`src/ahc_pkg.sv`:
```
// Shared types and constants for the allocation history checker.
// No dependencies; every other file imports this package.
package ahc_pkg;

    // width of the address field on the ports
    localparam int FIELD_AW = 32;

    // event operation codes (code 3 is stored but matches nothing)
    localparam logic [1:0] OP_ALLOC   = 2'd0;
    localparam logic [1:0] OP_REALLOC = 2'd1;
    localparam logic [1:0] OP_FREE    = 2'd2;

    typedef enum logic [2:0] {
        W_LEAK                = 3'd0,
        W_DOUBLE_FREE         = 3'd1,
        W_WRONG_ALLOC         = 3'd2,
        W_REALLOC_UNREC       = 3'd3,
        W_REALLOC_NEVER_FREED = 3'd4,
        W_REALLOC_FREED       = 3'd5,
        W_ALLOC_LIVE          = 3'd6
    } warn_t;

    typedef enum logic [2:0] {
        ST_IDLE,
        ST_CMP,
        ST_RED,
        ST_DEC,
        ST_EMIT
    } state_t;

    // one history entry, minus its address; na/nf/nr mark a newer alloc,
    // free or realloc of the same address somewhere in the history
    typedef struct packed {
        logic [1:0] op;
        logic       kind;
        logic       na;
        logic       nf;
        logic       nr;
    } entry_t;

    // per-cell match summary for the event under check
    typedef struct packed {
        logic alloc;   // this cell holds the newest alloc of the address
        logic free;    // this cell holds a free of the address
        logic a_nf;    // newest alloc has a newer free
        logic a_nr;    // newest alloc has a newer realloc
        logic a_kind;  // allocator kind of the newest alloc
    } hit_t;

    // control from the sequencer to every cell
    typedef struct packed {
        logic       cmp;    // capture match summary
        logic       shift;  // take neighbor's entry
        logic [1:0] op;     // operation of the event under check
        logic       kind;   // allocator kind of the event under check
    } cell_ctl_t;

    // one pending warning
    typedef struct packed {
        warn_t code;
        logic  fatal;
        logic  from_leak;
    } res_t;

endpackage

```
`src/ahc_ctrl.sv`:
```
// Sequencer for the allocation history checker: handshakes, fill count,
// match reduction, rule decision and warning output. Uses ahc_pkg.
module ahc_ctrl #(
    parameter int AW = 32,
    parameter int N  = 63,
    parameter int CW = 6
) (
    input  logic                           clk,
    input  logic                           rst_n,
    input  logic                           in_valid,
    output logic                           in_ready,
    input  logic [ahc_pkg::FIELD_AW-1:0]   address,
    input  logic                           alloc_kind,
    input  logic [1:0]                     operation,
    input  logic                           cfg_valid,
    output logic                           cfg_ready,
    input  logic                           check_enable,
    output logic                           out_valid,
    input  logic                           out_ready,
    output logic [2:0]                     warning_code,
    output logic                           fatal,
    output logic [ahc_pkg::FIELD_AW-1:0]   entry_address,
    output logic                           last_result,
    output ahc_pkg::cell_ctl_t             ctl,
    output logic [AW-1:0]                  new_addr,
    output logic [CW-1:0]                  count,
    input  ahc_pkg::hit_t [N-1:0]          hits,
    input  ahc_pkg::entry_t                oldest_entry,
    input  logic [AW-1:0]                  oldest_addr
);
    import ahc_pkg::*;

    state_t        state_reg, state_next;
    logic [AW-1:0] addr_reg;
    logic          kind_reg;
    logic [1:0]    op_reg;
    logic          en_reg;
    logic          halted_reg, halted_next;
    logic [CW-1:0] count_reg, count_next;

    hit_t          sum_reg, sum_next;
    res_t          res_reg [3];
    res_t          res_next [3];
    logic [1:0]    res_cnt_reg, res_cnt_next;
    logic [1:0]    ptr_reg, ptr_next;
    logic [AW-1:0] leak_addr_reg;

    logic          out_valid_reg, out_valid_next;
    warn_t         out_code_reg;
    logic          out_fatal_reg;
    logic [AW-1:0] out_addr_reg;
    logic          out_last_reg;

    logic          accept;
    logic          full;
    logic          load_out;
    logic          any_fatal;
    logic          free_newer;
    logic          wrong_kind;
    res_t          cur_res;

    assign in_ready  = (state_reg == ST_IDLE);
    assign cfg_ready = 1'b1;
    assign accept    = in_valid && in_ready;
    assign full      = (count_reg == CW'(N));

    assign ctl.cmp   = (state_reg == ST_CMP);
    assign ctl.shift = (state_reg == ST_DEC);
    assign ctl.op    = op_reg;
    assign ctl.kind  = kind_reg;
    assign new_addr  = addr_reg;
    assign count     = count_reg;

    // OR the per-cell match summaries
    always_comb
    begin
        sum_next = '0;
        for (int i = 0; i < N; i++)
        begin
            sum_next = sum_next | hits[i];
        end
    end

    assign free_newer = sum_reg.free && (!sum_reg.alloc || sum_reg.a_nf);
    assign wrong_kind = sum_reg.alloc && (sum_reg.a_kind != kind_reg);

    // build the warning list for this event in rule order
    always_comb
    begin
        logic [1:0] n;
        logic       stop;
        n = 2'd0;
        stop = 1'b0;
        for (int i = 0; i < 3; i++)
        begin
            res_next[i] = '{code: W_LEAK, fatal: 1'b0, from_leak: 1'b0};
        end
        if (full && en_reg && (oldest_entry.op != OP_FREE) && !oldest_entry.nf)
        begin
            res_next[n] = '{code: W_LEAK, fatal: 1'b0, from_leak: 1'b1};
            n = n + 2'd1;
        end
        if (en_reg)
        begin
            if ((op_reg == OP_FREE) && free_newer)
            begin
                res_next[n] = '{code: W_DOUBLE_FREE, fatal: 1'b1, from_leak: 1'b0};
                n = n + 2'd1;
                stop = 1'b1;
            end
            if (!stop && ((op_reg == OP_FREE) || (op_reg == OP_REALLOC)) && wrong_kind)
            begin
                res_next[n] = '{code: W_WRONG_ALLOC, fatal: 1'b1, from_leak: 1'b0};
                n = n + 2'd1;
                stop = 1'b1;
            end
            if (!stop && (op_reg == OP_REALLOC) && !sum_reg.alloc)
            begin
                res_next[n] = '{code: W_REALLOC_UNREC, fatal: 1'b0, from_leak: 1'b0};
                n = n + 2'd1;
            end
            if (!stop && (op_reg == OP_REALLOC) && !sum_reg.alloc && !sum_reg.free)
            begin
                res_next[n] = '{code: W_REALLOC_NEVER_FREED, fatal: 1'b0,
                                from_leak: 1'b0};
                n = n + 2'd1;
            end
            if (!stop && (op_reg == OP_REALLOC) && free_newer)
            begin
                res_next[n] = '{code: W_REALLOC_FREED, fatal: 1'b1, from_leak: 1'b0};
                n = n + 2'd1;
                stop = 1'b1;
            end
            if (!stop && (op_reg == OP_ALLOC) && sum_reg.alloc
                && (!sum_reg.a_nf || !sum_reg.a_nr))
            begin
                res_next[n] = '{code: W_ALLOC_LIVE, fatal: 1'b1, from_leak: 1'b0};
                n = n + 2'd1;
                stop = 1'b1;
            end
        end
        res_cnt_next = n;
        any_fatal = stop;
    end

    assign cur_res  = res_reg[ptr_reg];
    assign load_out = (state_reg == ST_EMIT) && (!out_valid_reg || out_ready);

    always_comb
    begin
        state_next     = state_reg;
        halted_next    = halted_reg;
        count_next     = count_reg;
        ptr_next       = ptr_reg;
        out_valid_next = out_valid_reg;

        if (out_valid_reg && out_ready)
        begin
            out_valid_next = 1'b0;
        end

        unique case (state_reg)
            ST_IDLE:
            begin
                // drop events outright once halted
                if (accept && !halted_reg)
                begin
                    state_next = ST_CMP;
                end
            end
            ST_CMP:
            begin
                state_next = ST_RED;
            end
            ST_RED:
            begin
                state_next = ST_DEC;
            end
            ST_DEC:
            begin
                if (!full)
                begin
                    count_next = count_reg + CW'(1);
                end
                if (any_fatal)
                begin
                    halted_next = 1'b1;
                end
                ptr_next = 2'd0;
                if (res_cnt_next == 2'd0)
                begin
                    state_next = ST_IDLE;
                end
                else
                begin
                    state_next = ST_EMIT;
                end
            end
            ST_EMIT:
            begin
                if (load_out)
                begin
                    out_valid_next = 1'b1;
                    ptr_next = ptr_reg + 2'd1;
                    if (ptr_reg == res_cnt_reg - 2'd1)
                    begin
                        state_next = ST_IDLE;
                    end
                end
            end
            default:
            begin
                state_next = ST_IDLE;
            end
        endcase
    end

    always_ff @(posedge clk or negedge rst_n)
    begin
        if (!rst_n)
        begin
            state_reg     <= ST_IDLE;
            halted_reg    <= 1'b0;
            count_reg     <= '0;
            en_reg        <= 1'b1;
            ptr_reg       <= 2'd0;
            res_cnt_reg   <= 2'd0;
            out_valid_reg <= 1'b0;
        end
        else
        begin
            state_reg     <= state_next;
            halted_reg    <= halted_next;
            count_reg     <= count_next;
            ptr_reg       <= ptr_next;
            out_valid_reg <= out_valid_next;
            if (cfg_valid)
            begin
                en_reg <= check_enable;
            end
            if (state_reg == ST_DEC)
            begin
                res_cnt_reg <= res_cnt_next;
            end
        end
    end

    always_ff @(posedge clk)
    begin
        if (accept)
        begin
            addr_reg <= address[AW-1:0];
            kind_reg <= alloc_kind;
            op_reg   <= operation;
        end
        if (state_reg == ST_RED)
        begin
            sum_reg <= sum_next;
        end
        if (state_reg == ST_DEC)
        begin
            res_reg       <= res_next;
            leak_addr_reg <= oldest_addr;
        end
        if (load_out)
        begin
            out_code_reg  <= cur_res.code;
            out_fatal_reg <= cur_res.fatal;
            out_addr_reg  <= cur_res.from_leak ? leak_addr_reg : addr_reg;
            out_last_reg  <= (ptr_reg == res_cnt_reg - 2'd1);
        end
    end

    assign out_valid     = out_valid_reg;
    assign warning_code  = out_code_reg;
    assign fatal         = out_fatal_reg;
    assign entry_address = FIELD_AW'(out_addr_reg);
    assign last_result   = out_last_reg;

`ifndef SYNTHESIS
    logic [N-1:0] alloc_vec;
    always_comb
    begin
        for (int i = 0; i < N; i++)
        begin
            alloc_vec[i] = hits[i].alloc;
        end
    end

    a_halt_sticky: assert property (@(posedge clk) disable iff (!rst_n)
        halted_reg |=> halted_reg)
        else $error("halt flag cleared without reset");

    a_fatal_halts: assert property (@(posedge clk) disable iff (!rst_n)
        (out_valid_reg && out_fatal_reg) |-> halted_reg)
        else $error("fatal warning shown while not halted");

    a_fatal_last: assert property (@(posedge clk) disable iff (!rst_n)
        (out_valid_reg && out_fatal_reg) |-> out_last_reg)
        else $error("fatal warning is not the final beat");

    a_one_newest_alloc: assert property (@(posedge clk) disable iff (!rst_n)
        (state_reg == ST_RED) |-> $onehot0(alloc_vec))
        else $error("more than one cell claims the newest alloc");

    a_fill_bound: assert property (@(posedge clk) disable iff (!rst_n)
        count_reg <= CW'(N))
        else $error("fill count beyond history size");
`endif

endmodule

```
`config.mk`:
```
export PLATFORM = sky130hd
export DESIGN_NAME = ahc_ctrl
export DESIGN_NICKNAME = d
export VERILOG_FILES = /design/src/ahc_pkg.sv /design/src/ahc_ctrl.sv
export SDC_FILE = /design/constraint.sdc
export NUM_CORES = 1
export LEC_CHECK = 0
export BUFFER_PORTS_ARGS = -buffer_cell sky130_fd_sc_hd__buf_4
export CAP_MARGIN = 5
export CORE_AREA = 2 2 187 189
export CTS_BUF_LIST = sky130_fd_sc_hd__clkbuf_2 sky130_fd_sc_hd__clkbuf_4 sky130_fd_sc_hd__clkbuf_8
export CTS_CLUSTER_DIAMETER = 120
export DETAILED_ROUTE_END_ITERATION = 16
export DIE_AREA = 0 0 189 191
export SLEW_MARGIN = 10
export SYNTH_ARGS = -nofsm -noshare
export SYNTH_HDL_FRONTEND = slang
export SYNTH_SLANG_ARGS = --single-unit
```
`constraint.sdc`:
```
create_clock -name clk -period 5.5 [get_ports clk]
set_clock_uncertainty 0.15 [all_clocks]
set_input_delay 0.55 -clock clk [delete_from_list [all_inputs] [get_ports clk]]
set_output_delay 0.55 -clock clk [all_outputs]
set_load 0.02 [all_outputs]
```
Word-level counts from Yosys, hierarchy flattened
Cells that the tools add are included.
{ "word_totals": {"inputBits": 394, "word_cells": 259, "reg_bits": 140, "out_inout_bits": 83} }
{ "classes": {"n_addsub": 9, "order_cmp": 13, "n_reduce_logical": 47, "eq_ne": 13, "muxes": 60, "n_bitwise": 88} }
{ "ops": {"columns": ["operator", "count"], "rows": [
  ["5-bit bitwise OR", 62],
  ["15-bit two-way mux", 12],
  ["5-bit demux with 2-bit select", 6],
  ["5-bit two-way mux", 8],
  ["32-bit two-way mux", 1],
  ["9-bit NOT", 3],
  ["2-bit two-way mux", 13],
  ["1-bit logical AND", 25],
  ["3-bit >= comparator, second input constant", 7],
  ["2-bit NOT with 3-bit output", 7],
  ["9-bit bitwise AND", 2],
  ["3-bit by 1-bit < comparator with 1-bit output, second input constant", 6],
  ["9-bit bitwise OR", 2],
  ["3-bit case mux with 5 select lines", 1],
  ["2-bit by 1-bit adder with 2-bit output, second input constant", 7],
  ["1-bit two-way mux", 13],
  ["12-bit bitwise AND", 1],
  ["6-bit bitwise AND", 2],
  ["3-bit two-way mux", 4],
  ["12-bit NOT", 1],
  ["6-bit NOT", 2],
  ["6-bit bitwise OR", 2],
  ["5-bit binary-select mux with 2-bit select", 1],
  ["1-bit zero test", 10],
  ["23 further kinds", 32]
]} }

Longest topological paths before layout
Gate-level depths: netlist (run 1).
{ "depth": {"word_depth": 62, "depth_mapped": 21, "ltp_nobuf": 21} }

Worst setup path before layout (run 1)
Ideal clock, no wire load.
{ "synth_timing": {"path_type": "flip-flop to flip-flop", "start": "register op_reg[1]", "end": "register res_reg[14] (netlist name), data pin", "setup_ns": 0.255, "required_ns": 5.095, "setup_slack_ns": 0.564, "arrival_time_ns": 4.532, "stages_incl_launch_ff": 21, "synth_period_minus_slack_ns": 4.936, "path_buffers": 2, "cell_sequence": "edfxtp_1 -> buf_2 -> xnor2_1 -> a31oi_1 -> and2_1 -> buf_2 -> fa_1 -> inv_1 -> ha_1 -> o21ai_0 -> ha_1 -> mux2i_1 -> nand2_1 -> nand2_1 -> ha_1 -> o311ai_0 -> o311ai_0 -> ha_1 -> a22oi_1 -> nand2_1 -> and2_1"} }
{ "synth_between": {"elab_chain_len": 28, "elab_cells_between_ends": 86, "classes_between": "4 x add/sub; 10 x order compare; 2 x eq/ne; 38 x mux; 12 x bitwise; 20 x reduce/logical"} }
{ "synth_rtl": {"columns": ["item", "line_no", "rtl"], "rows": [
  ["from (decl)", "ahc_ctrl.sv:36", "logic [1:0] op_reg;"],
  ["from (signal assigned)", "ahc_ctrl.sv:254", "op_reg <= operation;"],
  ["parallel branches: the longest is 26 deep, another holds 2-bit by 1-bit adder with 2-bit output", null, null],
  ["15-bit two-way mux (*)", "ahc_ctrl.sv:134", "if (!stop && (op_reg == OP_ALLOC) && sum_reg.alloc"],
  ["15-bit two-way mux (*)", "ahc_ctrl.sv:103", "if (en_reg)"],
  ["to (signal assigned)", "ahc_ctrl.sv:262", "res_reg <= res_next;"],
  ["to (decl)", "ahc_ctrl.sv:42", "res_t res_reg [3];"]
]} }
Mark *: on every way between the ends. The select of a mux whose other input is x is not followed.
A chain may end at the register's enable or synchronous reset.

Final worst setup path (run 1)
{ "layout_timing": {"start": "register count_reg[0], in the netlist count[0]", "end": "register res_reg[14] (netlist name), data pin"} }
{ "layout_between": {"elab_chain_len": 29, "elab_cells_between_ends": 77, "classes_between": "5 x add/sub; 12 x order compare; 1 x eq/ne; 35 x mux; 15 x bitwise; 9 x reduce/logical"} }
{ "layout_rtl": {"columns": ["item", "line_no", "rtl"], "rows": [
  ["from (decl)", "ahc_ctrl.sv:39", "logic [CW-1:0] count_reg, count_next;"],
  ["from (signal assigned)", "ahc_ctrl.sv:234", "count_reg <= count_next;"],
  ["6-bit equality test (*)", "ahc_ctrl.sv:65", "assign full = (count_reg == CW'(N));"],
  ["1-bit logical AND (*) (3 in series)", "ahc_ctrl.sv:98", "if (full && en_reg && (oldest_entry.op != OP_FREE) && !oldest_entry.nf)"],
  ["1-bit two-way mux (*)", "ahc_ctrl.sv:98", null],
  ["parallel branches: the longest is 22 deep, another holds 2-bit by 1-bit adder with 2-bit output", null, null],
  ["15-bit two-way mux (*)", "ahc_ctrl.sv:134", null],
  ["15-bit two-way mux (*)", "ahc_ctrl.sv:103", null]
]} }
Marks and branches as above.

==> results of run 1 <==
==> cell type report <==
cell class	count	share of cell area (%)
Antenna cell	2	0.04511
Clock buffer	17	2.109
Clock inverter	15	1.353
Inverter	15	0.5075
Multi-Input combinational cell	321	21.24
Sequential cell	138	36.64
Tap cell	455	5.131
Timing Repair Buffer	487	32.98
==> how the worst max path moves through the flow <==
stage / startpoint / endpoint / cells after the start
floorplan: op_reg[1] / res_reg[14] / 20
detailed placement: count[0] / res_reg[14] / 19
global placement: oldest_entry[5] / res_reg[14] / 19
finish: count[0] / res_reg[14] / 19
global route: sum_reg[2] / res_reg[14] / 18
CTS: count[0] / res_reg[14] / 19
==> cells in the final DEF, fill, tap and decap left out, types with 3 or more instances in the layout <==
master and n:
a21boi_0 4, a21oi_1 15, and2_1 6, and3_1 4
buf_4 486, clkbuf_8 17, dfrtp_1 15, edfxtp_1 122
ha_1 19, inv_1 14, inv_6 5, inv_8 4
mux2_2 34, mux2i_1 8, nand2_1 34, nand2b_1 5
nand4_1 23, nor2_1 9, nor2b_1 3, nor3_1 11
nor4_1 76, o21a_1 4, o21ai_0 9, or4_1 5
xnor2_1 6, xor2_1 3
==> cells by family (layout without fill, tap and decap cells) <==
| logic type | count (synthesis) | count (layout) | share of synthesized area [%] |
|---|---|---|---|
| AND/OR/NAND/NOR | 194 | 194 | 17.42 |
| flip-flops | 138 | 138 | 62.11 |
| AO/OA/AOI/OAI | 53 | 53 | 5.697 |
| multiplexers | 42 | 42 | 7.073 |
| buffers and inverters | 29 | 534 | 2.007 |
| adder cells (fa/ha/maj) | 20 | 20 | 3.938 |
| XOR/XNOR | 11 | 11 | 1.702 |
| other | 1 | 3 | 0.05730 |
==> routing by layer <==
layer | GRT usage (%) | vias up | share of wire [%]
met5 | 0 | - | 0.040
met4 | 4.657 | 2 | 1.9
met3 | 4.498 | 21 | 8.3
met2 | 25.44 | 301 | 50
met1 | 17.53 | 2841 | 40
li1 | - | 2934 | -
==> where the power goes <==
part           switching [W]  internal [W]  total, W
sequential          0.000108       0.00141   0.00152
combinational       0.000598      0.000542   0.00114
clock               0.000474      0.000339  0.000812
total                0.00118       0.00229   0.00347
==> through the flow <==
| step | total power, W | area, µm² | hold WS (ns) | std cells | utilization (%) |
|---|---|---|---|---|---|
| finish | 0.003470 | 11090 | 0.1343 | 1450 | 32.52 |
| global placement | 0.002676 | 10700 | 0.2820 | 1415 | 31.35 |
| detailed placement | 0.002694 | 10700 | 0.2771 | 1415 | 31.35 |
| floorplan | 0.002102 | 6545 | 0.1044 | 488 | - |
| CTS | 0.003524 | 11090 | 0.1017 | 1448 | 32.50 |
| global route | 0.003664 | 11090 | 0.07949 | 1450 | 32.52 |
==> qor.yml, run 1 <==
status:
  status: "finished, final reports clean"
floorplan:
  initial_core_util_pct: 19.18
  coreArea_um2: 34120
  dieArea_um2: 36100
  io_pins: 477
  die_w_um: 189
  die_height_um: 191
  fp-row-count: 68
yosys:
  syn_nets: 902
  async_flop_share_pct: 11.59
  syn_area_um2: 6545
  postSynthAreaPerCell_um2: 13.41
  ys_top_cells_by_count: "edfxtp_1, nor4_1, mux2_2, nand2_1, nand4_1"
  synth_edf_count: 122
  ys.flop_type: "edfxtp_1"
  yosysTopAreaCell: "edfxtp_1"
  ys_ff_latch: 138
  yosysWarnings: 0
  ys_seq_area_share_pct: 62.11
  yosysTopAreaCellShare_pct: 55.97
  synth_cell_types: 57
  synth_most_common_cell: "edfxtp_1"
  ys_top_cells_by_area: "edfxtp_1, nor4_1, mux2_2"
  postSynthCellCount: 488
timing:
  layout_setup_ws_ns: 0.4330
  hold_violations: 0
  max_clock_freq_mhz: 197.4
  final-max-slew-violation-count: 0
  setup_viol: 0
  tightest_slew_ns: 1.098
  period_share_pct: 92.13
  finalCriticalPeriod_ns: 5.067
  rsz0062_at_grt: "no"
  tns_ns: 0
  slew-limit-headroom_pct: 26.63
critical_path:
  reg2reg_from: "count[0]"
  start_kind: "flop"
  path_buf_inv: 2
  cp.arrival_ns: 5.10
  critPathMaxStageDelay_ns: 0.53
  cp_data_required_time_ns: 5.53
  crit_top_cell: "ha_1"
  crit_type: "reg -> reg"
  reg2regPathDepth: 19
  regToRegSetupSlack_ns: 0.43
  slowest_stage: "fa_1"
  cp-end-kind: "flop"
  crit_chain: "ha_1 > and4_1 > o2111ai_1 > inv_1 > fa_1 > inv_1 > ha_1 > o21ai_0 > ha_1 > mux2i_1 > nand2_1 > nand2_1 > ha_1 > o311ai_0 > o311ai_0 > ha_1 > a22oi_1 > nand2_1 > and2_1"
  r2r_end: "res_reg[14]"
  crit_path_max_fanout: 4
  crit_family: "adder cells"
worst_hold_path:
  min_to: "new_addr[4]"
  hold_depth: 1
  hold_start: "address[4]"
  hold_class: "in -> reg"
layout:
  layout-drive-gt1-share_pct: 57.10
  area_growth_syn_to_layout_pct: 69.51
  nets: 1394
  num-fill-cells: 3468
  final-seq-area_um2: 4065
  multi_input_area_um2: 2356
route:
  drc: 0
  avgRoutedWirePerCell_um: 19.18
  antenna_left: 0
  vias_per_cell: 4.206
  drt-pass1-iter-count: 4
  drt_wl_total_um: 27810
  drt_iter0_drc: 239
  vias: 6099
clock_network:
  cts_resized: 0
  cts-root-buf: "clkbuf_8"
  cts.sinks: 138
  cts.hold.buffers_added: 1
  cts_max_path_buffers: 2
  clkSlewWorstSetupHoldPaths_ns: 0.10
  cts.htree.levels: 4
  clk-insertion-delay-late_ns: 0.43
  cts_buffers: 17
  post-cts-setup-buffers: 0
  cts_tree: "done"
global_routing:
  gr-total-overflow: 0
  grt_util_all_layers_pct: 14.75
  antenna_found_initial: 4
  grt_pass1_wl_um: 39060
  grt_pass1_vias: 6255
  grt_max_degree: 39
placement:
  portBuffers: 472
  place_ws_ns: 0.4414
  gp_congestion: 0.8850
  hpwl_um: 23220
pwr:
  power.density_nw_per_um2: 312.8
  peakVddDrop_mv: 0.1658
  total_leakage_power_nw: 4.632
job:
  cap_violations: 0
Note: power is estimated with default switching activity, not from simulation.
==> inputs of run 2 (changes only) <==
--- a/config.mk
+++ b/config.mk
@@ -5,7 +5,7 @@
 export SDC_FILE = /design/constraint.sdc
 export NUM_CORES = 1
 export LEC_CHECK = 0
-export BUFFER_PORTS_ARGS = -buffer_cell sky130_fd_sc_hd__buf_4
+export BUFFER_PORTS_ARGS = -buffer_cell sky130_fd_sc_hd__buf_2
 export CAP_MARGIN = 5
 export CORE_AREA = 2 2 187 189
 export CTS_BUF_LIST = sky130_fd_sc_hd__clkbuf_2 sky130_fd_sc_hd__clkbuf_4 sky130_fd_sc_hd__clkbuf_8
==> run 2 against run 1 <==
Against the previous run:
- maximum frequency up 2.2%
- combinational power down 13%
- core utilization down 3.5 points
- sequential share of layout area up 4.5 points
- global-route usage down 0.61 points
- final cell count about the same
- register-to-register slack better by 0.11 ns
- design area down 11%
- critical path depth down 1
- hold slack worse by 0.014 ns
- critical path type unchanged
- critical endpoint unchanged
- largest power group unchanged
- highest routed layer unchanged
==> qor.yml, run 2 (synthesis gave the netlist of run 1 again) <==
timing:
  tightest_slew_ns: 1.116
  period_share_pct: 90.16
  final-max-slew-violation-count: 0
  finalCriticalPeriod_ns: 4.959
  setup_viol: 0
  slew-limit-headroom_pct: 25.42
  hold_violations: 0
  rsz0062_at_grt: "no"
  tns_ns: 0
  max_clock_freq_mhz: 201.7
clock_network:
  cts_buffers: 17
  cts.hold.buffers_added: 1
  cts_resized: 0
  cts_tree: "done"
  cts_max_path_buffers: 2
  cts.sinks: 138
  post-cts-setup-buffers: 0
  clkSlewWorstSetupHoldPaths_ns: 0.09
  cts-root-buf: "clkbuf_8"
  cts.htree.levels: 4
  clk-insertion-delay-late_ns: 0.45
route:
  antenna_left: 0
  drt-pass1-iter-count: 4
  drt_wl_total_um: 26910
  vias_per_cell: 4.263
  drc: 0
  drt_iter0_drc: 252
  avgRoutedWirePerCell_um: 18.54
  vias: 6185
floorplan:
  initial_core_util_pct: 19.18
  coreArea_um2: 34120
  io_pins: 477
  die_height_um: 191
  dieArea_um2: 36100
  fp-row-count: 68
  die_w_um: 189
placement:
  hpwl_um: 23050
  portBuffers: 472
  gp_congestion: 0.9308
global_routing:
  use_met2_pct: 24.01
  grt_pass1_wl_um: 37290
  busiest_layer: "met2"
  grt_util_all_layers_pct: 14.14
  grt_max_degree: 39
  grt_util_met1_pct: 16.66
  gr-total-overflow: 0
  grtUsageMet3_pct: 4.039
  antenna_found_initial: 14
  grt_pass1_vias: 6049
status:
  status: "finished, final reports clean"
critical_path:
  critPathMaxStageDelay_ns: 0.46
  regToRegSetupSlack_ns: 0.54
  cp_data_required_time_ns: 5.56
  cp-end-kind: "flop"
  crit_type: "reg -> reg"
  slowest_stage: "edfxtp_1"
  crit_top_cell: "ha_1"
  start_kind: "flop"
  crit_path_max_fanout: 5
  crit_chain: "nand2b_1 > a31oi_1 > and2_1 > fa_1 > inv_1 > ha_1 > o21ai_0 > ha_1 > mux2i_1 > nand2_1 > nand2_1 > ha_1 > o311ai_0 > o311ai_0 > ha_1 > a22oi_1 > nand2_1 > and2_1"
  cp.arrival_ns: 5.02
layout:
  nets: 1392
  layout-drive-gt1-share_pct: 56.91
  fin_util_pct: 28.99
  num-fill-cells: 3600
  area_growth_syn_to_layout_pct: 51.10
  mostFrequentLayoutCell: "buf_2"
  most-common-layout-cells: "buf_2, edfxtp_1, nor4_1, nand2_1, mux2_2"
pwr:
  power.density_nw_per_um2: 332.3
  peakVddDrop_mv: 0.1551
  total_leakage_power_nw: 4.208
job:
  cap_violations: 0
worst_hold_path:
  hold_class: "in -> reg"
[run 2: cell count changes in the layout (fill, tap and decap cells not counted), moves of 2 or more]
cell | previous run | this run
inv_6 | 5 | 3
buf_4 | 486 | 12
clkbuf_4 | 0 | 2
clkinv_4 | 1 | 3
diode_2 | 2 | 5
clkinv_8 | 2 | 0
inv_8 | 4 | 0
buf_2 | 0 | 472
[run 2: stage by stage]
stage	hold WS [ns]	power [W]	area, µm²	std cells	setup slack, ns
4_1_cts	0.08438	0.003340	9877	1446	0.5472
3_5_place_dp	0.3015	0.002556	9499	1413	0.5899
2_1_floorplan	0.1044	0.002102	6545	488	0.5635
3_3_place_gp	0.2985	0.002534	9499	1413	0.6873
5_1_grt	0.08329	0.003475	9887	1450	0.1272
6_report	0.1204	0.003287	9889	1451	0.5409
[run 2: worst paths after layout]
kind / start / endpoint / depth (start not counted)
setup / recovery: sum_reg[2] / res_reg[14] / 18
hold / removal: oldest_addr[17] / leak_addr_reg[17] / 1
setup reg to reg: sum_reg[2] / res_reg[14] / 18
hold reg to reg: halted_reg / halted_reg / 2
max in group asynchronous: rst_n / en_reg / 2
min in group asynchronous: rst_n / state_reg[2] / 2
[run 2: area by class of cell]
cell class	instances	area (µm²)	area share [%]
diodes	5	12.51	0.1265
clock buffers	19	249.0	2.518
clock inverters	13	118.9	1.202
inverters	15	56.30	0.5693
multi-input cells	321	2356	23.82
flip-flops and latches	138	4065	41.11
well taps	455	569.3	5.757
repair buffers	485	2462	24.90
[run 2: where the power goes]
group          switching, W  leakage [nW]  internal [W]  total (W)
clock              0.000405         0.181      0.000369   0.000774
combinational      0.000587          2.72      0.000408   0.000996
sequential         0.000105          1.31       0.00141    0.00152
total               0.00110          4.21       0.00219    0.00329
[run 2: critical path, delay by kind of cell, from the launching register on]
family / cells / cell delay [ns]
simple gates: 6 / 0.87
buf+inv: 1 / 0.14
compound gates: 5 / 1.48
mux: 1 / 0.13
flops: 1 / 0.46
fa+ha+maj: 5 / 1.47
[run 2: layer usage]
| metal | vias to the layer above | share of wire, % |
|---|---|---|
| li1 | 2934 | - |
| met1 | 2862 | 39 |
| met2 | 334 | 49 |
| met3 | 47 | 8.9 |
| met4 | 8 | 3.0 |
| met5 | - | 0.20 |
